$ cat config.mk
export PLATFORM = sky130hd
export DESIGN_NAME = minute_temp_average_fan_control_unit
export DESIGN_NICKNAME = d
export VERILOG_FILES = /design/src/rtl/mtafc_pkg.sv /design/src/rtl/mtafc_div.sv /design/src/rtl/minute_temp_average_fan_control_unit.sv
export SDC_FILE = /design/constraint.sdc
export NUM_CORES = 1
export LEC_CHECK = 0
export BUFFER_PORTS_ARGS = -buffer_cell sky130_fd_sc_hd__buf_4
export CAP_MARGIN = 0
export CORE_MARGIN = 2
export CORE_UTILIZATION = 52
export DETAILED_ROUTE_END_ITERATION = 6
export PLACE_DENSITY = 0.76
export SYNTH_ARGS = -nofsm -noshare
export SYNTH_HDL_FRONTEND = slang
export SYNTH_SLANG_ARGS = --single-unit
export TNS_END_PERCENT = 50
$ cat constraint.sdc
create_clock -name i_clk -period 9.9 [get_ports i_clk]
set_input_delay 0.495 -clock i_clk [delete_from_list [all_inputs] [get_ports i_clk]]
set_output_delay 0.495 -clock i_clk [all_outputs]
set_load 0.1 [all_outputs]
$ cat src/rtl/mtafc_pkg.sv
// package for the minute temperature averager with fan control
// holds payload structs, divider request/response structs and shared constants
// no dependencies
`timescale 1ns / 1ps

package mtafc_pkg;

    localparam int TEMP_W      = 16;
    localparam int SUM_W       = 23;
    localparam int CNT_W       = 7;
    localparam int MAG_W       = SUM_W - 1;
    localparam int ITER_W      = 5;
    localparam int LOGIDX_W    = 11;
    localparam int POWER_W     = 4;
    localparam int CFG_IDX_W   = 2;
    localparam int CFG_DATA_W  = 16;

    localparam logic [CNT_W-1:0]   MAX_SAMPLES   = 7'd64;
    localparam logic [POWER_W-1:0] FAN_POWER_MAX = 4'd9;
    localparam logic [POWER_W-1:0] FAN_POWER_RST = 4'd1;
    localparam logic [POWER_W-1:0] MOTOR_STOP    = 4'd0;

    // register indexes of the configuration port
    localparam logic [CFG_IDX_W-1:0] REG_FAN_THRESHOLD = 2'd0;
    localparam logic [CFG_IDX_W-1:0] REG_AUTO_MODE     = 2'd1;
    localparam logic [CFG_IDX_W-1:0] REG_FAN_POWER     = 2'd2;

    typedef struct packed {
        logic signed [TEMP_W-1:0] temperature;
        logic        [5:0]        seconds;
        logic        [5:0]        minutes;
        logic        [4:0]        hours;
        logic                     motor_running;
    } t_in_item;

    typedef struct packed {
        logic signed [TEMP_W-1:0]   current_temp;
        logic                       log_valid;
        logic        [LOGIDX_W-1:0] log_index;
        logic signed [TEMP_W-1:0]   log_average;
        logic                       motor_cmd_valid;
        logic        [POWER_W-1:0]  motor_power;
    } t_out_item;

    typedef struct packed {
        logic             start;
        logic             neg;
        logic [MAG_W-1:0] mag;
        logic [CNT_W-1:0] divisor;
    } t_div_req;

    typedef struct packed {
        logic                     busy;
        logic                     done;
        logic signed [TEMP_W-1:0] quotient;
    } t_div_rsp;

endpackage

$ cat src/rtl/mtafc_div.sv
// serial restoring divider, one quotient bit per cycle
// divides a sum magnitude by the sample count, applies the sign at the end
// depends on mtafc_pkg
`timescale 1ns / 1ps

module mtafc_div (
    input  logic              i_clk,
    input  logic              i_rst_n,
    input  mtafc_pkg::t_div_req i_req,
    output mtafc_pkg::t_div_rsp o_rsp
);

    logic                              r_busy;
    logic                              r_done;
    logic [mtafc_pkg::ITER_W-1:0]      r_iter;
    logic [mtafc_pkg::MAG_W-1:0]       r_q;
    logic [mtafc_pkg::CNT_W-1:0]       r_rem;
    logic [mtafc_pkg::CNT_W-1:0]       r_divisor;
    logic                              r_neg;

    logic [mtafc_pkg::CNT_W:0]         rem_shift;
    logic [mtafc_pkg::CNT_W:0]         rem_diff;
    logic                              fits;
    logic [mtafc_pkg::MAG_W-1:0]       q_signed;

    assign rem_shift = {r_rem, r_q[mtafc_pkg::MAG_W-1]};
    assign rem_diff  = rem_shift - {1'b0, r_divisor};
    assign fits      = rem_shift >= {1'b0, r_divisor};

    always_ff @(posedge i_clk) begin
        if (!i_rst_n) begin
            r_busy <= 1'b0;
            r_done <= 1'b0;
            r_iter <= '0;
        end else begin
            r_done <= 1'b0;
            if (i_req.start) begin
                r_busy <= 1'b1;
                r_iter <= '0;
            end else if (r_busy) begin
                if (r_iter == mtafc_pkg::ITER_W'(mtafc_pkg::MAG_W - 1)) begin
                    r_busy <= 1'b0;
                    r_done <= 1'b1;
                end
                r_iter <= r_iter + 1'b1;
            end
        end
    end

    // datapath: dividend shifts out on top while quotient bits enter below
    always_ff @(posedge i_clk) begin
        if (i_req.start) begin
            r_q       <= i_req.mag;
            r_rem     <= '0;
            r_divisor <= i_req.divisor;
            r_neg     <= i_req.neg;
        end else if (r_busy) begin
            r_q   <= {r_q[mtafc_pkg::MAG_W-2:0], fits};
            r_rem <= fits ? rem_diff[mtafc_pkg::CNT_W-1:0]
                          : rem_shift[mtafc_pkg::CNT_W-1:0];
        end
    end

    // truncation toward zero: quotient takes the sign of the sum
    assign q_signed       = r_neg ? (~r_q + 1'b1) : r_q;
    assign o_rsp.busy     = r_busy;
    assign o_rsp.done     = r_done;
    assign o_rsp.quotient = q_signed[mtafc_pkg::TEMP_W-1:0];

endmodule

$ cat src/rtl/minute_temp_average_fan_control_unit.sv
// top level of the minute temperature averager with fan control
// sequencer, sample accumulator, fan decision, output register
// depends on mtafc_pkg and mtafc_div
`timescale 1ns / 1ps

// Each accepted transaction is one one-second tick: the sample is summed and
// counted (up to 64 samples, later ones are dropped), and on a tick whose
// seconds is zero a log entry with index hours*60+minutes and the truncated
// mean is produced and the accumulator cleared. In auto mode the sample is
// compared with the threshold to start or stop the fan. Every tick yields
// exactly one result. A tick without a log goes from the pending register
// through the emit state into the result register; a logging tick first
// waits in the divide state for the serial divider, which produces one
// quotient bit per cycle over 22 bits and hands the quotient to the pending
// register. Input stall stays high while a tick is in work and while its
// finished result waits for the output register to free up. Configuration
// writes are always ready.
module minute_temp_average_fan_control_unit (
    input  logic                                i_clk,
    input  logic                                i_rst_n,
    input  logic                                i_in_valid,
    output logic                                o_in_stall,
    input  mtafc_pkg::t_in_item                 i_in_item,
    output logic                                o_out_valid,
    input  logic                                i_out_stall,
    output mtafc_pkg::t_out_item                o_out_item,
    input  logic                                i_cfg_valid,
    output logic                                o_cfg_ready,
    input  logic [mtafc_pkg::CFG_IDX_W-1:0]     i_cfg_index,
    input  logic [mtafc_pkg::CFG_DATA_W-1:0]    i_cfg_data
);

    typedef enum logic [2:0] {
        S_IDLE = 3'b001,
        S_DIV  = 3'b010,
        S_EMIT = 3'b100
    } t_state;

    t_state r_state, n_state;

    logic signed [mtafc_pkg::TEMP_W-1:0]  r_threshold;
    logic                                 r_auto_mode;
    logic [mtafc_pkg::POWER_W-1:0]        r_fan_power;

    logic signed [mtafc_pkg::SUM_W-1:0]   r_sum;
    logic [mtafc_pkg::CNT_W-1:0]          r_count;

    mtafc_pkg::t_out_item                 r_pend;
    mtafc_pkg::t_out_item                 r_out;
    logic                                 r_out_valid;

    logic                                 in_accept;
    logic                                 cfg_write;
    logic                                 take_sample;
    logic                                 is_log;
    logic signed [mtafc_pkg::SUM_W-1:0]   sum_acc;
    logic [mtafc_pkg::CNT_W-1:0]          count_acc;
    logic [mtafc_pkg::SUM_W-1:0]          sum_neg;
    logic [mtafc_pkg::LOGIDX_W-1:0]       log_idx;
    logic                                 fan_start;
    logic                                 fan_halt;
    logic [mtafc_pkg::POWER_W-1:0]        start_power;
    logic                                 out_free;

    mtafc_pkg::t_div_req                  div_req;
    mtafc_pkg::t_div_rsp                  div_rsp;

    assign in_accept   = i_in_valid && !o_in_stall;
    assign o_in_stall  = (r_state != S_IDLE);
    assign o_cfg_ready = 1'b1;
    assign cfg_write   = i_cfg_valid && o_cfg_ready;
    assign out_free    = !r_out_valid || !i_out_stall;

    // accumulate, dropping samples once the count is full
    assign take_sample = r_count < mtafc_pkg::MAX_SAMPLES;
    assign sum_acc     = take_sample ? r_sum + mtafc_pkg::SUM_W'(i_in_item.temperature)
                                     : r_sum;
    assign count_acc   = take_sample ? r_count + 1'b1 : r_count;
    assign is_log      = (i_in_item.seconds == 6'd0);
    assign sum_neg     = -sum_acc;

    // hours*60 as hours*64 - hours*4
    assign log_idx = (mtafc_pkg::LOGIDX_W'(i_in_item.hours) << 6)
                   - (mtafc_pkg::LOGIDX_W'(i_in_item.hours) << 2)
                   + mtafc_pkg::LOGIDX_W'(i_in_item.minutes);

    assign fan_start   = r_auto_mode && !i_in_item.motor_running
                      && (i_in_item.temperature > r_threshold);
    assign fan_halt    = r_auto_mode && i_in_item.motor_running
                      && (i_in_item.temperature < r_threshold);
    assign start_power = (r_fan_power > mtafc_pkg::FAN_POWER_MAX) ? mtafc_pkg::FAN_POWER_MAX
                                                                  : r_fan_power;

    assign div_req.start   = in_accept && is_log;
    assign div_req.neg     = sum_acc[mtafc_pkg::SUM_W-1];
    assign div_req.mag     = sum_acc[mtafc_pkg::SUM_W-1] ? sum_neg[mtafc_pkg::MAG_W-1:0]
                                                         : sum_acc[mtafc_pkg::MAG_W-1:0];
    assign div_req.divisor = count_acc;

    mtafc_div u_div (
        .i_clk   (i_clk),
        .i_rst_n (i_rst_n),
        .i_req   (div_req),
        .o_rsp   (div_rsp)
    );

    always_comb begin
        n_state = r_state;
        case (r_state)
            S_IDLE: begin
                if (in_accept) n_state = is_log ? S_DIV : S_EMIT;
            end
            S_DIV: begin
                if (div_rsp.done) n_state = S_EMIT;
            end
            S_EMIT: begin
                if (out_free) n_state = S_IDLE;
            end
            default: n_state = S_IDLE;
        endcase
    end

    always_ff @(posedge i_clk) begin
        if (!i_rst_n) begin
            r_state     <= S_IDLE;
            r_threshold <= '0;
            r_auto_mode <= 1'b0;
            r_fan_power <= mtafc_pkg::FAN_POWER_RST;
            r_sum       <= '0;
            r_count     <= '0;
            r_out_valid <= 1'b0;
        end else begin
            r_state <= n_state;
            if (cfg_write) begin
                case (i_cfg_index)
                    mtafc_pkg::REG_FAN_THRESHOLD: r_threshold <= i_cfg_data;
                    mtafc_pkg::REG_AUTO_MODE:     r_auto_mode <= i_cfg_data[0];
                    mtafc_pkg::REG_FAN_POWER:     r_fan_power <= i_cfg_data[mtafc_pkg::POWER_W-1:0];
                    default: ;
                endcase
            end
            if (in_accept) begin
                r_sum   <= is_log ? '0 : sum_acc;
                r_count <= is_log ? '0 : count_acc;
            end
            if (r_state == S_EMIT && out_free) begin
                r_out_valid <= 1'b1;
            end else if (!i_out_stall) begin
                r_out_valid <= 1'b0;
            end
        end
    end

    // payload registers
    always_ff @(posedge i_clk) begin
        if (in_accept) begin
            r_pend.current_temp    <= i_in_item.temperature;
            r_pend.log_valid       <= is_log;
            r_pend.log_index       <= is_log ? log_idx : '0;
            r_pend.log_average     <= '0;
            r_pend.motor_cmd_valid <= fan_start || fan_halt;
            r_pend.motor_power     <= fan_start ? start_power : mtafc_pkg::MOTOR_STOP;
        end else if (r_state == S_DIV && div_rsp.done) begin
            r_pend.log_average <= div_rsp.quotient;
        end
        if (r_state == S_EMIT && out_free) begin
            r_out <= r_pend;
        end
    end

    assign o_out_valid = r_out_valid;
    assign o_out_item  = r_out;

    a_done_in_div: assert property (@(posedge i_clk) disable iff (!i_rst_n)
        div_rsp.done |-> (r_state == S_DIV))
        else $error("divider finished outside the divide state");

    a_busy_in_div: assert property (@(posedge i_clk) disable iff (!i_rst_n)
        div_rsp.busy |-> (r_state == S_DIV))
        else $error("divider running outside the divide state");

    a_count_cap: assert property (@(posedge i_clk) disable iff (!i_rst_n)
        r_count <= mtafc_pkg::MAX_SAMPLES)
        else $error("sample count above capacity");

    a_plain_tick: assert property (@(posedge i_clk) disable iff (!i_rst_n)
        (in_accept && !is_log) |=> (r_state == S_EMIT))
        else $error("tick without log did not go to emit");

    a_emit_valid: assert property (@(posedge i_clk) disable iff (!i_rst_n)
        (r_state == S_EMIT && out_free) |=> o_out_valid)
        else $error("emitted transaction not shown at output");

endmodule
* Word-level counts from Yosys, hierarchy flattened *
Cells that the tools add are included.
W data, S select, Z words.

operators by class
  add/subtract/negate cells = 8
  eq/ne operators = 11
  muxes and demuxes = 21
  reductions and logical operators = 24
  magnitude comparators = 5
  bitwise operators = 4

operator list
  cell                     number
  $mux W22                 3
  $mux W23                 2
  $add A23 B16 Y23         1
  $neg A22 Y22             1
  $mux W7                  3
  $add A16 B1 Y16 const B  1
  $gt A16 B16 Y1           1
  $lt A16 B16 Y1           1
  $mux W16                 1
  $not A16 Y16             1
  $mux W3                  4
  $add A11 B6 Y11          1
  $sub A11 B7 Y11          1
  $pmux W3 S3              1
  $ge A8 B7 Y1             1
  $logic_and A1 B1 Y1      8
  $add A7 B1 Y7 const B    1
  $lt A7 B7 Y1 const B     1
  $sub A7 B7 Y7            1
  $logic_not A6 Y1         1
  $mux W1                  6
  $reduce_and A2 Y1        3
  $add A5 B1 Y5 const B    1
  $eq A5 B5 Y1 const B     1
  other kinds (18)         27

storage, ports and cells
  flip-flop bits (word level) = 197
  output and inout bits = 52

* Longest topological paths before layout *
Gate-level depths: netlist of the first run.

  depth after elaboration = 5
  depth in mapped cells = 14
  gate-level depth less buffers = 14

* Cells and area by module *
From an unflattened synthesis of the first run, not the netlist that was laid out.

second synthesis, totals
  cells, all modules = 1060
  area total of the unflattened synthesis = 10774.1 sq um

modules (own cells, without submodules)
  module                                instances  seq. area each (sq um)  cells an instance  area each (sq um)
  minute_temp_average_fan_control_unit  1          3883.7                  822                8175.3
  mtafc_div                             1          1181.1                  238                2598.7

* Least setup slack after synthesis of the first run *
No wires, ideal clock.

  path type = reg-to-reg
  from = reg r_out_valid, in the netlist o_out_valid
  to = reg r_out (netlist bit o_out_item[0]) (enable)
  required time = 9.428 ns
  arrival time = 3.174 ns
  library setup time = 0.472 ns
  stages on the path, launching flop included = 2
  path slack = 6.254 ns
  period minus slack after synthesis = 3.646 ns
  path through = dfxtp_1 > a21oi_1

on the way
  cells in the longest elaborated chain, start to end = 3

RTL lines
  item                    RTL line                                     RTL
  from (decl)             minute_temp_average_fan_control_unit.sv:50   logic r_out_valid;
  from (signal assigned)  minute_temp_average_fan_control_unit.sv:131  r_out_valid <= 1'b0;
  from (signal assigned)  minute_temp_average_fan_control_unit.sv:147  r_out_valid <= 1'b1;
  from (signal assigned)  minute_temp_average_fan_control_unit.sv:149  r_out_valid <= 1'b0;
  $logic_not A1 Y1        minute_temp_average_fan_control_unit.sv:72   assign out_free = !r_out_valid || !i_out_stall;
  $logic_or A1 B1 Y1      minute_temp_average_fan_control_unit.sv:72
  $logic_and A1 B1 Y1     minute_temp_average_fan_control_unit.sv:166  if (r_state == S_EMIT && out_free) begin
  to (signal assigned)    minute_temp_average_fan_control_unit.sv:167  r_out <= r_pend;
  to (decl)               minute_temp_average_fan_control_unit.sv:49   mtafc_pkg::t_out_item r_out;

Every way passes these cells.
A chain may end at the register's enable or synchronous reset.

* Worst setup path in the final report of the first run *
  from = reg r_sum[0] in the netlist's numbering
  to = reg u_div.r_q[21] in the netlist's numbering (data pin)

on the way
  cells in the longest elaborated chain, start to end = 5

RTL lines
  item                    RTL line                                     RTL
  from (decl)             minute_temp_average_fan_control_unit.sv:45   logic signed [mtafc_pkg::SUM_W-1:0] r_sum;
  from (signal assigned)  minute_temp_average_fan_control_unit.sv:143  r_sum <= is_log ? '0 : sum_acc;
  $add A23 B16 Y23        minute_temp_average_fan_control_unit.sv:76   assign sum_acc = take_sample ? r_sum + mtafc_pkg::SUM_W'(i_in_item.temperature)
  $mux W23 *              minute_temp_average_fan_control_unit.sv:76
  $neg A22 Y22            minute_temp_average_fan_control_unit.sv:80   assign sum_neg = -sum_acc;
  $mux W22 *              minute_temp_average_fan_control_unit.sv:96   assign div_req.mag = sum_acc[mtafc_pkg::SUM_W-1] ? sum_neg[mtafc_pkg::MAG_W-1:0]
  $mux W22 *              mtafc_div.sv:52                              if (i_req.start) begin
  to (signal assigned)    mtafc_div.sv:53                              r_q <= i_req.mag;
  to (signal assigned)    mtafc_div.sv:58                              r_q <= {r_q[mtafc_pkg::MAG_W-2:0], fits};
  to (decl)               mtafc_div.sv:16                              logic [mtafc_pkg::MAG_W-1:0] r_q;

Every way passes the cells marked *; elsewhere a longest branch is shown, timed or not.

==> results of run 1 <==
per-layer routing:
layer  part of all wire  vias to the layer above  wire [um]  global-route usage
met4              0.024                        0        527              0.0699
li1                   -                     3977          -                   -
met3              0.043                       34        958              0.0331
met2               0.47                      199      10300               0.353
met1               0.46                     3655      10300               0.287
met5                  0                        -          0                   0
worst max path at each step:
stage                     cells past startpoint                 endpoint  slack [ns]
after floorplan                               1  o_out_item[0]$_DFFE_PP_        6.25
after detailed placement                     14  u_div.r_q[21]$_DFFE_PP_        5.88
after CTS                                    13  u_div.r_q[21]$_DFFE_PP_        6.07
after global placement                       14  u_div.r_q[21]$_DFFE_PP_        5.94
final                                        13  u_div.r_q[21]$_DFFE_PP_        6.07
after global routing                         13  u_div.r_q[17]$_DFFE_PP_        5.64
through the flow:
| step | area, sq um | cells | setup WS [ns] |
|---|---|---|---|
| 6_report | 12100 | 1425 | 6.07 |
| 5_1_grt | 12100 | 1425 | 5.64 |
| 4_1_cts | 12100 | 1425 | 6.07 |
| 3_5_place_dp | 11500 | 1393 | 5.88 |
| 3_3_place_gp | 11500 | 1393 | 5.94 |
| 2_1_floorplan | 10500 | 1054 | 6.25 |
cells by family after synthesis:
| group | Yosys count | share of synthesized area |
|---|---|---|
| xor gates and xnor gates | 60 | 0.0498 |
| buffers and inverters | 96 | 0.0396 |
| DFF | 197 | 0.480 |
| adders and majority gates | 58 | 0.0702 |
| and+or+nand+nor | 364 | 0.170 |
| AOI/OAI and AO/OA | 258 | 0.169 |
| other | 1 | 0.000355 |
| muxes | 20 | 0.0211 |
cells in the final DEF, fill, tap and decap left out, drive strengths merged, types with 19 or more instances in the layout:
master	n
nand2	144
nor2	64
a21boi	20
xor2	36
edfxtp	112
nor2b	40
a22oi	19
a211oi	21
buf	112
dfxtp	85
xnor2	24
a21oi	51
inv	60
ha	56
nor3	21
clkbuf	20
o21ai	72
power by group through the flow:
stage / combinational, W / sequential (W) / clock [W]
after floorplan: 0.000350 / 0.000970 / 0
after global placement: 0.000469 / 0.000949 / 0
after detailed placement: 0.000481 / 0.000951 / 0
after CTS: 0.000483 / 0.000933 / 0.000667
after global routing: 0.000540 / 0.000938 / 0.000700
final: 0.000485 / 0.000933 / 0.000658
flip-flops by register name, indices dropped and copies added (netlist names):
| signal | count |
|---|---|
| u_div.r_busy | 1 |
| o_out_item | 49 |
| r_auto_mode | 1 |
| r_count | 7 |
| u_div.r_q | 22 |
| r_pend | 49 |
| u_div.r_done | 1 |
| u_div.r_divisor | 7 |
| r_sum | 23 |
| o_out_valid | 1 |
| u_div.r_neg | 1 |
| r_threshold | 16 |
| u_div.r_iter | 5 |
| r_state | 3 |
| r_fan_power | 4 |
| u_div.r_rem | 7 |
worst max-delay path: stages (launching register included):
cell	delay [ns]
sky130_fd_sc_hd__dfxtp_1	0.37
sky130_fd_sc_hd__ha_1	0.25
sky130_fd_sc_hd__inv_1	0.07
sky130_fd_sc_hd__fa_1	0.40
sky130_fd_sc_hd__nand2b_1	0.24
sky130_fd_sc_hd__a211oi_4	0.33
sky130_fd_sc_hd__o21a_4	0.22
sky130_fd_sc_hd__mux2_2	0.35
sky130_fd_sc_hd__a21oi_2	0.18
sky130_fd_sc_hd__nand3_1	0.09
sky130_fd_sc_hd__or4_4	0.56
sky130_fd_sc_hd__o41ai_2	0.25
sky130_fd_sc_hd__xor2_1	0.18
sky130_fd_sc_hd__o21ai_1	0.07
area by class of cell:
class / instances / area (sq um)
Timing Repair Buffer: 112 / 841
Multi-Input combinational cell: 761 / 5080
Inverter: 53 / 199
Fill cell: 1692 / 7960
Tap cell: 270 / 338
Sequential cell: 197 / 5060
Clock buffer: 20 / 447
Clock inverter: 12 / 113
==> metrics.yaml, run 1 <==
cts_tree: "done"
share_clk_of_total_power: 0.317
grt_first_pass_wirelength_um: 37000
worst_r2r_startpoint: "r_sum[0]$_SDFFE_PN0P_"
drt-wirelength-per-cell_um: 15.5
synth_common_cells: "sky130_fd_sc_hd__nand2_1, sky130_fd_sc_hd__edfxtp_1, sky130_fd_sc_hd__dfxtp_1, sky130_fd_sc_hd__o21ai_0, sky130_fd_sc_hd__nor2_1"
clockRootBuffer: "sky130_fd_sc_hd__clkbuf_16"
avgViaCountPerCell: 5.52
worst-r2r-setup-slack_ns: 6.07
cellLeakagePower_nw: 4.77
placement_rows: 52
status: "finished, final reports clean"
fin_worst_hold_slack_ns: 0.262
timing.critical_path.fanout_max: 6
synth_async_sr_flop_share: 0
numClockSinks: 197
routabilityCongestion: 0.914
timing_hold_violations_final: 0
yosys.cell_count.top_type: "sky130_fd_sc_hd__nand2_1"
detail_route.wirelength_um: 22100
synth_enable_flop_cells: 112
power.switching_fraction: 0.308
boundaryPins: 109
fraction_of_final_layout_cells_sized_beyond_drive_strength_1: 0.162
worstReg2RegEnd: "u_div.r_q[21]$_DFFE_PP_"
die-area_sq_mm: 0.0214
grt_usage: 0.213
pwr-share-seq: 0.449
power_frac_comb: 0.234
synth_top_area_cell: "sky130_fd_sc_hd__edfxtp_1"
worst_slew_pin_slew_ns: 1.04
timing.slew.headroom: 0.305
routed-via-count: 7865
post_cts.resized_instances: 0
rsz0062_at_grt: "false"
cts_setup_buffers: 0
syn_nets: 1169
detailedRoute.firstPassIterationCount: 5
end_kind: "register"
synth_ff_type: "sky130_fd_sc_hd__edfxtp_1"
ctsHoldBuffers: 0
grt_pass1_vias: 7452
crit_path_start_kind: "register"
finish.net_count: 1257
fp.dieH_um: 146
yosys-top-cells-area: "sky130_fd_sc_hd__edfxtp_1, sky130_fd_sc_hd__dfxtp_1, sky130_fd_sc_hd__ha_1, sky130_fd_sc_hd__nand2_1, sky130_fd_sc_hd__o21ai_0"
vdd.ir_drop.worst_mv: 0.135
ys_seq_elements: 197
finish.utilization: 0.603
ys.warnings.count: 0
postSynthAreaPerCell_sq_um: 10.0
drt-initial-drc-count: 524
fin_crit_ns: 3.83
worstSetupStartpoint: "r_sum[0]$_SDFFE_PN0P_"
min_period_over_period: 0.387
setup-violations-final: 0
htreeDepth: 4
maxCapViolCount: 0
antenna-diode-count: 0
synthCells: 1054
fmax_ghz: 0.261
maximum_clock_skew_at_final_layout_ns: 0.0109
critical_path_class: "register to register"
worst_hold_startpoint: "i_in_item[25]"
min_delay_worst_endpoint: "r_pend[40]$_DFFE_PP_"
synth_area_sq_mm: 0.0105
flow.area_growth_from_synthesis_pct: 14.5
timing.critical_path.arrival_ns: 4.01
die_w_um: 146
drc_errors: 0
synth_top_cell_area_share: 0.319
synth-seq-area-share: 0.480
drtAntennaViolNets: 0
tritoncts.num_buffers: 17
clk_pin_slew_worst_paths_ns: 0.08
internal_power_w: 0.00144
finalPower_w: 0.00208
yosysUniqueCellTypes: 92
netSwitchingPower_w: 0.000640
hpwlAfterDp_um: 15800
tns_ns: 0
grt_start_max_net_pins: 57
grt-ovfl-total: 0
clk_latency_ns: 0.44
maxSlewViolCount: 0
cts.path.max_buffers: 2
portBuffers: 107
crit_required_ns: 10.08
power.density_cell_area_mw_per_mm2: 172
start_util: 0.526
reg2reg_depth: 13
timing.hold.worst_path_depth: 1
core_area_sq_mm: 0.0200
antenna_found_initial: 0
holdCritPathClass: "input port to register"
No activity file was read; power rests on OpenSTA's default activity.
==> inputs of run 2 (changes only) <==
ABC_AREA = 1   (was not set)
clock period = 3.67 ns   (was 9.9 ns; I/O delays follow)
==> metrics.yaml, run 2 <==
status: "finished, final reports clean"
detailedRoute.firstPassIterationCount: 7  # +2
worst_r2r_startpoint: "r_sum[0]$_SDFFE_PN0P_"
syn_nets: 1426  # +22%
timing_hold_violations_final: 0  # unchanged
ys_seq_elements: 197  # unchanged
drtAntennaViolNets: 0  # unchanged
grt-ovfl-total: 0  # unchanged
worstReg2RegEnd: "u_div.r_q[16]$_DFFE_PP_"
hpwlAfterDp_um: 17800  # +13%
yosysUniqueCellTypes: 54  # -41%
vdd.ir_drop.worst_mv: 0.353  # +160%
grt_usage: 0.226  # +0.0129
post_cts.resized_instances: 0  # unchanged
drt-initial-drc-count: 736  # +40%
drt-wirelength-per-cell_um: 14.2  # -8.5%
holdCritPathClass: "input port to register"
timing.slew.headroom: 0.209  # -0.0960
portBuffers: 107  # unchanged
start_util: 0.528  # +0.00179
fp.dieH_um: 147  # +0.64%
timing.critical_path.fanout_max: 24  # +18
avgViaCountPerCell: 5.30  # -4.0%
yosys.cell_count.top_type: "sky130_fd_sc_hd__nand2_1"
placement_rows: 52  # unchanged
cts_tree: "done"
fraction_of_final_layout_cells_sized_beyond_drive_strength_1: 0.144  # -0.0180
fin_crit_ns: 3.16
drc_errors: 0  # unchanged
routabilityCongestion: 0.949  # +3.8%
rsz0062_at_grt: "false"
grt_first_pass_wirelength_um: 39600  # +7.0%
synth_async_sr_flop_share: 0  # unchanged
end_kind: "register"
detail_route.wirelength_um: 24200  # +9.8%
die-area_sq_mm: 0.0217  # +1.3%
fmax_ghz: 0.316
flow.area_growth_from_synthesis_pct: 17.0
setup-violations-final: 0  # unchanged
clk_pin_slew_worst_paths_ns: 0.08  # about the same
maximum_clock_skew_at_final_layout_ns: 0.0119  # +0.00101 ns
synth_area_sq_mm: 0.0107  # +1.3%
cts_setup_buffers: 0  # unchanged
synth_ff_type: "sky130_fd_sc_hd__edfxtp_1"
dp.cells: 1660  # +19%
mostFrequentLayoutCells: "sky130_fd_sc_hd__nand2_1, sky130_fd_sc_hd__inv_1, sky130_fd_sc_hd__buf_4"
worst-r2r-setup-slack_ns: 0.55  # -5.52 ns
tns_ns: 0  # unchanged
synth-seq-area-share: 0.474  # -0.00624
layout.filler_cells: 1752  # +3.5%
ys.warnings.count: 0  # unchanged
grt_start_max_net_pins: 47  # -18%
yosys-top-cells-area: "sky130_fd_sc_hd__edfxtp_1, sky130_fd_sc_hd__dfxtp_1, sky130_fd_sc_hd__nand2_1, sky130_fd_sc_hd__ha_1, sky130_fd_sc_hd__inv_1"
cellLeakagePower_nw: 5.58  # +17%
cts.path.max_buffers: 2  # unchanged
worst_slew_pin_slew_ns: 1.19  # +0.144 ns
power.density_cell_area_mw_per_mm2: 480  # +180%
worstSetupStartpoint: "i_in_item[18]"
routed-via-count: 9057  # +15%
crit_path_start_kind: "input port"
antenna_found_initial: 1  # +1
maxCapViolCount: 0  # unchanged
ctsHoldBuffers: 16  # +16
reg2reg_depth: 19  # +6
synth_top_area_cell: "sky130_fd_sc_hd__edfxtp_1"
synthCells: 1311  # +24%
timing.critical_path.arrival_ns: 3.36  # -0.65 ns
grt_pass1_vias: 8326  # +12%
crit_required_ns: 3.87  # -6.21 ns
synth_enable_flop_cells: 112  # unchanged
critical_path_class: "input port to register"
numClockSinks: 197  # unchanged
layoutNonFillerInstCount: 1709  # +20%
tritoncts.num_buffers: 17  # unchanged
synth_top_cell_area_share: 0.315  # -0.00414
clk_latency_ns: 0.44  # about the same
fin_worst_hold_slack_ns: 0.0244  # -0.238 ns
core_area_sq_mm: 0.0202  # +0.97%
worst_hold_startpoint: "i_cfg_data[11]"
critPathCapture: "u_div.r_q[16]$_DFFE_PP_"
layout.cells.most_common: "sky130_fd_sc_hd__nand2_1"
min_period_over_period: 0.862
postSynthAreaPerCell_sq_um: 8.15  # -19%
maxSlewViolCount: 0  # unchanged
htreeDepth: 4  # unchanged
clockRootBuffer: "sky130_fd_sc_hd__clkbuf_16"
die_w_um: 147  # +0.64%
finish.net_count: 1540  # +23%
synth_common_cells: "sky130_fd_sc_hd__nand2_1, sky130_fd_sc_hd__inv_1, sky130_fd_sc_hd__edfxtp_1, sky130_fd_sc_hd__a21oi_1, sky130_fd_sc_hd__nand3_1"
boundaryPins: 109  # unchanged
[run 2: cell count changes in the layout (fill, tap and decap cells not counted), moves of 15 or more]
cell                            previous run  this run
sky130_fd_sc_hd__nor2_1                   60        83
sky130_fd_sc_hd__nand2_2                   0        17
sky130_fd_sc_hd__inv_1                    49       175
sky130_fd_sc_hd__a22oi_1                  19         2
sky130_fd_sc_hd__a21boi_0                 20         1
sky130_fd_sc_hd__a21oi_1                  49       106
sky130_fd_sc_hd__xor2_1                   36        14
sky130_fd_sc_hd__a211oi_1                 18         3
sky130_fd_sc_hd__nor2b_1                  40         0
sky130_fd_sc_hd__xnor2_1                  24         8
sky130_fd_sc_hd__nand2_1                 144       331
sky130_fd_sc_hd__nand3_1                  16        89
sky130_fd_sc_hd__dlygate4sd3_1             0        16
[run 2: kinds of logic after synthesis]
kind of cell / count (synthesis) / share of synthesized area
adders and majority gates: 58 / 0.0693
muxes: 1 / 0.000937
and+or+nand+nor: 592 / 0.242
buffers and inverters: 222 / 0.0819
AOI/OAI and AO/OA: 218 / 0.113
other: 1 / 0.000351
DFF: 197 / 0.474
xor gates and xnor gates: 22 / 0.0180
[run 2: metal layers]
layer / GRT usage / wire [um] / vias up
met5: 0 / 0 / -
met4: 0.0885 / 673 / 0
met3: 0.0363 / 1240 / 49
met2: 0.373 / 11500 / 278
met1: 0.299 / 10800 / 4145
li1: - / - / 4585
[run 2: how the worst min path moves through the flow]
stage                                   end  depth (start not counted)
2_1_floorplan          r_pend[33]$_DFFE_PP_                          0
6_report       r_threshold[11]$_SDFFE_PN0P_                          3
3_3_place_gp           r_pend[36]$_DFFE_PP_                          1
3_5_place_dp           r_pend[36]$_DFFE_PP_                          1
5_1_grt         r_threshold[7]$_SDFFE_PN0P_                          3
4_1_cts        r_threshold[11]$_SDFFE_PN0P_                          3
[run 2: critical path, cell delays in order]
cell	delay, ns
sky130_fd_sc_hd__dlygate4sd3_1	0.53
sky130_fd_sc_hd__buf_4	0.13
sky130_fd_sc_hd__ha_1	0.23
sky130_fd_sc_hd__inv_1	0.07
sky130_fd_sc_hd__fa_1	0.38
sky130_fd_sc_hd__inv_1	0.10
sky130_fd_sc_hd__nand2_1	0.08
sky130_fd_sc_hd__nand2_2	0.10
sky130_fd_sc_hd__nand3_2	0.08
sky130_fd_sc_hd__nand2_2	0.08
sky130_fd_sc_hd__nand2_2	0.07
sky130_fd_sc_hd__nand2_2	0.09
sky130_fd_sc_hd__a21oi_1	0.06
sky130_fd_sc_hd__nand2_1	0.08
sky130_fd_sc_hd__nand2_2	0.07
sky130_fd_sc_hd__a21boi_4	0.52
sky130_fd_sc_hd__nand2_2	0.17
sky130_fd_sc_hd__o21ai_1	0.12
sky130_fd_sc_hd__nand2_1	0.07
sky130_fd_sc_hd__nand3_1	0.07
sky130_fd_sc_hd__nand2_1	0.05
[run 2: power by group]
part	internal [W]	total, W	switching, W
Combinational	0.000490	0.00155	0.00106
Clock	0.000981	0.00188	0.000903
Sequential	0.00249	0.00256	0.0000768
[run 2: cell type report]
class | instances | area [sq um] | share of cell area
repair buffers | 132 | 1030 | 0.0825
well taps | 270 | 338 | 0.0270
clock inverters | 15 | 181 | 0.0145
clock buffers | 17 | 425 | 0.0340
diodes | 1 | 2.50 | 0.000200
inverters | 185 | 694 | 0.0555
multi-input cells | 892 | 4760 | 0.381
flip-flops and latches | 197 | 5060 | 0.405
[run 2: through the flow]
step	cell area [sq um]	utilization	total power [W]	setup slack (ns)
floorplan	10700	-	0.00378	0.0767
global route	12500	0.618	0.00631	0.184
CTS	12500	0.618	0.00602	0.545
global placement	11700	0.580	0.00409	0.740
detailed placement	11700	0.580	0.00413	0.566
finish	12500	0.618	0.00600	0.506
==> inputs of run 3 (changes only) <==
--- a/config.mk
+++ b/config.mk
@@ -12,2 +12,3 @@
 export CORE_UTILIZATION = 52
+export CTS_CLUSTER_DIAMETER = 80
 export DETAILED_ROUTE_END_ITERATION = 6
@@ -16,2 +17,3 @@
 export SYNTH_HDL_FRONTEND = slang
+export SYNTH_HIERARCHICAL = 1
 export SYNTH_SLANG_ARGS = --single-unit
--- a/constraint.sdc
+++ b/constraint.sdc
@@ -3,2 +3,2 @@
 set_output_delay 0.1835 -clock i_clk [all_outputs]
-set_load 0.1 [all_outputs]
+set_load 0.005 [all_outputs]
==> metrics.yaml, run 3 <==
setup-violations-final: 0  # unchanged
drc_errors: 0  # unchanged
maxCapViolCount: 0  # unchanged
timing.critical_path.fanout_max: 5  # -79%
min_delay_worst_endpoint: "r_threshold[10]$_SDFFE_PN0P_"
start_util: 0.532  # +0.00363
min_period_over_period: 0.848  # -0.0139
layout.cells.most_common: "sky130_fd_sc_hd__nand2_1"
portBuffers: 107  # unchanged
finish.utilization: 0.620  # +0.00232
crit_required_ns: 3.84  # -0.03 ns
fp.dieH_um: 148  # +0.64%
dp.cells: 1706  # +2.8%
critical_path_class: "input port to register"
detail_route.wirelength_um: 24700  # +2.1%
worst-r2r-setup-slack_ns: 0.65  # +0.10 ns
hpwlAfterDp_um: 18400  # +3.3%
worstPathBufferInverterCount: 3  # -1
reg2reg_depth: 18  # -1
cpLargestDelayFamily: "simple AND/OR/NAND/NOR gates"
core_area_sq_mm: 0.0204  # +0.64%
grt_start_max_net_pins: 51  # +8.5%
die_w_um: 148  # +0.64%
grt_pass1_vias: 8274  # -0.62%
cts.path.max_buffers: 2  # unchanged
finalInstanceArea_sq_mm: 0.0126  # +1.0%
timing_hold_violations_final: 0  # unchanged
tns_ns: 0  # unchanged
placement_rows: 52  # unchanged
boundaryPins: 109  # unchanged
cp_cell_sequence: "dlygate4sd3_1 -> buf_4 -> ha_1 -> fa_1 -> nand2_1 -> nand2_1 -> nand3_1 -> nand3_1 -> nand3_1 -> nand2_1 -> nor2_2 -> nand3_2 -> nor2_4 -> nand3_1 -> nand2_2 -> xor2_1 -> inv_1 -> nand2_1 -> o21ai_0"
routabilityCongestion: 0.983  # +3.5%
power.density_cell_area_mw_per_mm2: 449  # -6.3%
synth_area_sq_mm: 0.0108  # +1.3%
drt-initial-drc-count: 481  # -35%
fmax_ghz: 0.321  # +1.6%
ys.warnings.count: 6  # +6
clk_latency_ns: 0.44  # about the same
fin_crit_ns: 3.11  # -0.0512 ns
dpl-instance-area_sq_mm: 0.0119  # +1.2%
worst_slew_pin_slew_ns: 1.15  # -0.0401 ns
worst_hold_startpoint: "i_cfg_data[10]"
clk_pin_slew_worst_paths_ns: 0.08  # about the same
mostFrequentLayoutCells: "sky130_fd_sc_hd__nand2_1, sky130_fd_sc_hd__inv_1, sky130_fd_sc_hd__buf_4"
holdCritPathClass: "input port to register"
routed-via-count: 9040  # -0.19%
flow.area_growth_from_synthesis_pct: 16.6
drt-wirelength-per-cell_um: 14.1  # -0.57%
delay_of_the_slowest_cell_on_the_worst_path_ns: 0.55  # +0.02 ns
grt-ovfl-total: 0  # unchanged
tritoncts.num_buffers: 17  # unchanged
postSynthAreaPerCell_sq_um: 7.99  # -2.0%
finish.net_count: 1585  # +2.9%
grt_first_pass_wirelength_um: 40400  # +2.0%
layoutNonFillerInstCount: 1754  # +2.6%
avgViaCountPerCell: 5.15  # -2.7%
crit_path_start_kind: "input port"
fraction_of_final_layout_cells_sized_beyond_drive_strength_1: 0.141  # -0.00311
timing.hold.worst_path_depth: 3  # unchanged
rsz0062_at_grt: "false"
worst_r2r_startpoint: "r_sum[0]$_SDFFE_PN0P_"
layout.filler_cells: 1742  # -0.57%
critical-path-slowest-cell: "sky130_fd_sc_hd__dlygate4sd3_1"
post_cts.resized_instances: 0  # unchanged
vdd.ir_drop.worst_mv: 0.342  # -3.1%
clockRootBuffer: "sky130_fd_sc_hd__clkbuf_16"
synthCells: 1356  # +3.4%
end_kind: "register"
status: "finished, final reports clean"
grt_usage: 0.229  # +0.00313
maxSlewViolCount: 0  # unchanged
timing.slew.headroom: 0.235  # +0.0268
worstReg2RegEnd: "u_div/r_q[14]$_DFFE_PP_"
syn_nets: 1470  # +3.1%
fin_worst_hold_slack_ns: 0.0228  # -0.00164 ns
htreeDepth: 4  # unchanged
cts_setup_buffers: 0  # unchanged
maximum_clock_skew_at_final_layout_ns: 0.0109  # -0.000974 ns
cts_tree: "done"
numClockSinks: 197  # unchanged
antenna-diode-count: 0  # -1
detailedRoute.firstPassIterationCount: 7  # unchanged
die-area_sq_mm: 0.0220  # +1.3%
cellLeakagePower_nw: 5.69  # +2.0%
drtAntennaViolNets: 0  # unchanged
timing.critical_path.arrival_ns: 3.28  # -0.08 ns
antenna_found_initial: 0  # -1
==> run 3: what timing repair did <==
item | 4_1_cts | 5_1_grt
hold buffers | 16 | 0
endpoints found under the hold margin | 17 | 0
endpoints found under the setup margin | 0 | 0
==> run 3: tightest hold or removal path, cell delays in order <==
cell                      delay [ns]
sky130_fd_sc_hd__buf_4          0.07
sky130_fd_sc_hd__o21ai_0        0.07
sky130_fd_sc_hd__a21oi_1        0.10
==> run 3: worst max path at each step <==
stage,from,endpoint,slack (ns),depth (start not counted)
floorplan,r_state[1]$_SDFFE_PN0P_,o_out_item[0]$_DFFE_PP_,0.54,3
global placement,r_sum[0]$_SDFFE_PN0P_,u_div/r_q[14]$_DFFE_PP_,0.81,18
detailed placement,r_sum[0]$_SDFFE_PN0P_,u_div/r_q[14]$_DFFE_PP_,0.74,18
CTS,i_in_item[18],u_div/r_q[14]$_DFFE_PP_,0.62,19
global route,i_in_item[18],u_div/r_q[20]$_DFFE_PP_,0.33,22
finish,i_in_item[18],u_div/r_q[15]$_DFFE_PP_,0.56,19
==> run 3: layout make-up <==
| cell class | count | area (sq um) | share of cell area |
|---|---|---|---|
| clock buffer | 18 | 439 | 0.0348 |
| clock inverter | 14 | 151 | 0.0120 |
| inverter | 193 | 729 | 0.0578 |
| multi-input combinational | 932 | 4890 | 0.387 |
| sequential | 197 | 5060 | 0.401 |
| tap | 270 | 338 | 0.0267 |
| timing repair buffer | 130 | 1020 | 0.0804 |
==> run 3: power breakdown <==
group | leakage, nW | total, W | internal [W] | switching [W]
combinational | 3.67 | 0.00130 | 0.000468 | 0.000836
sequential | 1.73 | 0.00253 | 0.00246 | 0.0000650
clock | 0.292 | 0.00184 | 0.000933 | 0.000910
==> run 3: per-stage QoR <==
step / power, W / setup slack [ns]
floorplan: 0.00351 / 0.542
global placement: 0.00382 / 0.806
detailed placement: 0.00385 / 0.744
CTS: 0.00569 / 0.620
global route: 0.00598 / 0.328
finish: 0.00567 / 0.557
==> run 3: layer usage <==
layer | up-vias | track usage | part of all wire
met5 | - | 0 | 0
met4 | 0 | 0.0762 | 0.021
met3 | 29 | 0.0399 | 0.047
met2 | 258 | 0.375 | 0.47
met1 | 4113 | 0.309 | 0.46
li1 | 4640 | - | -
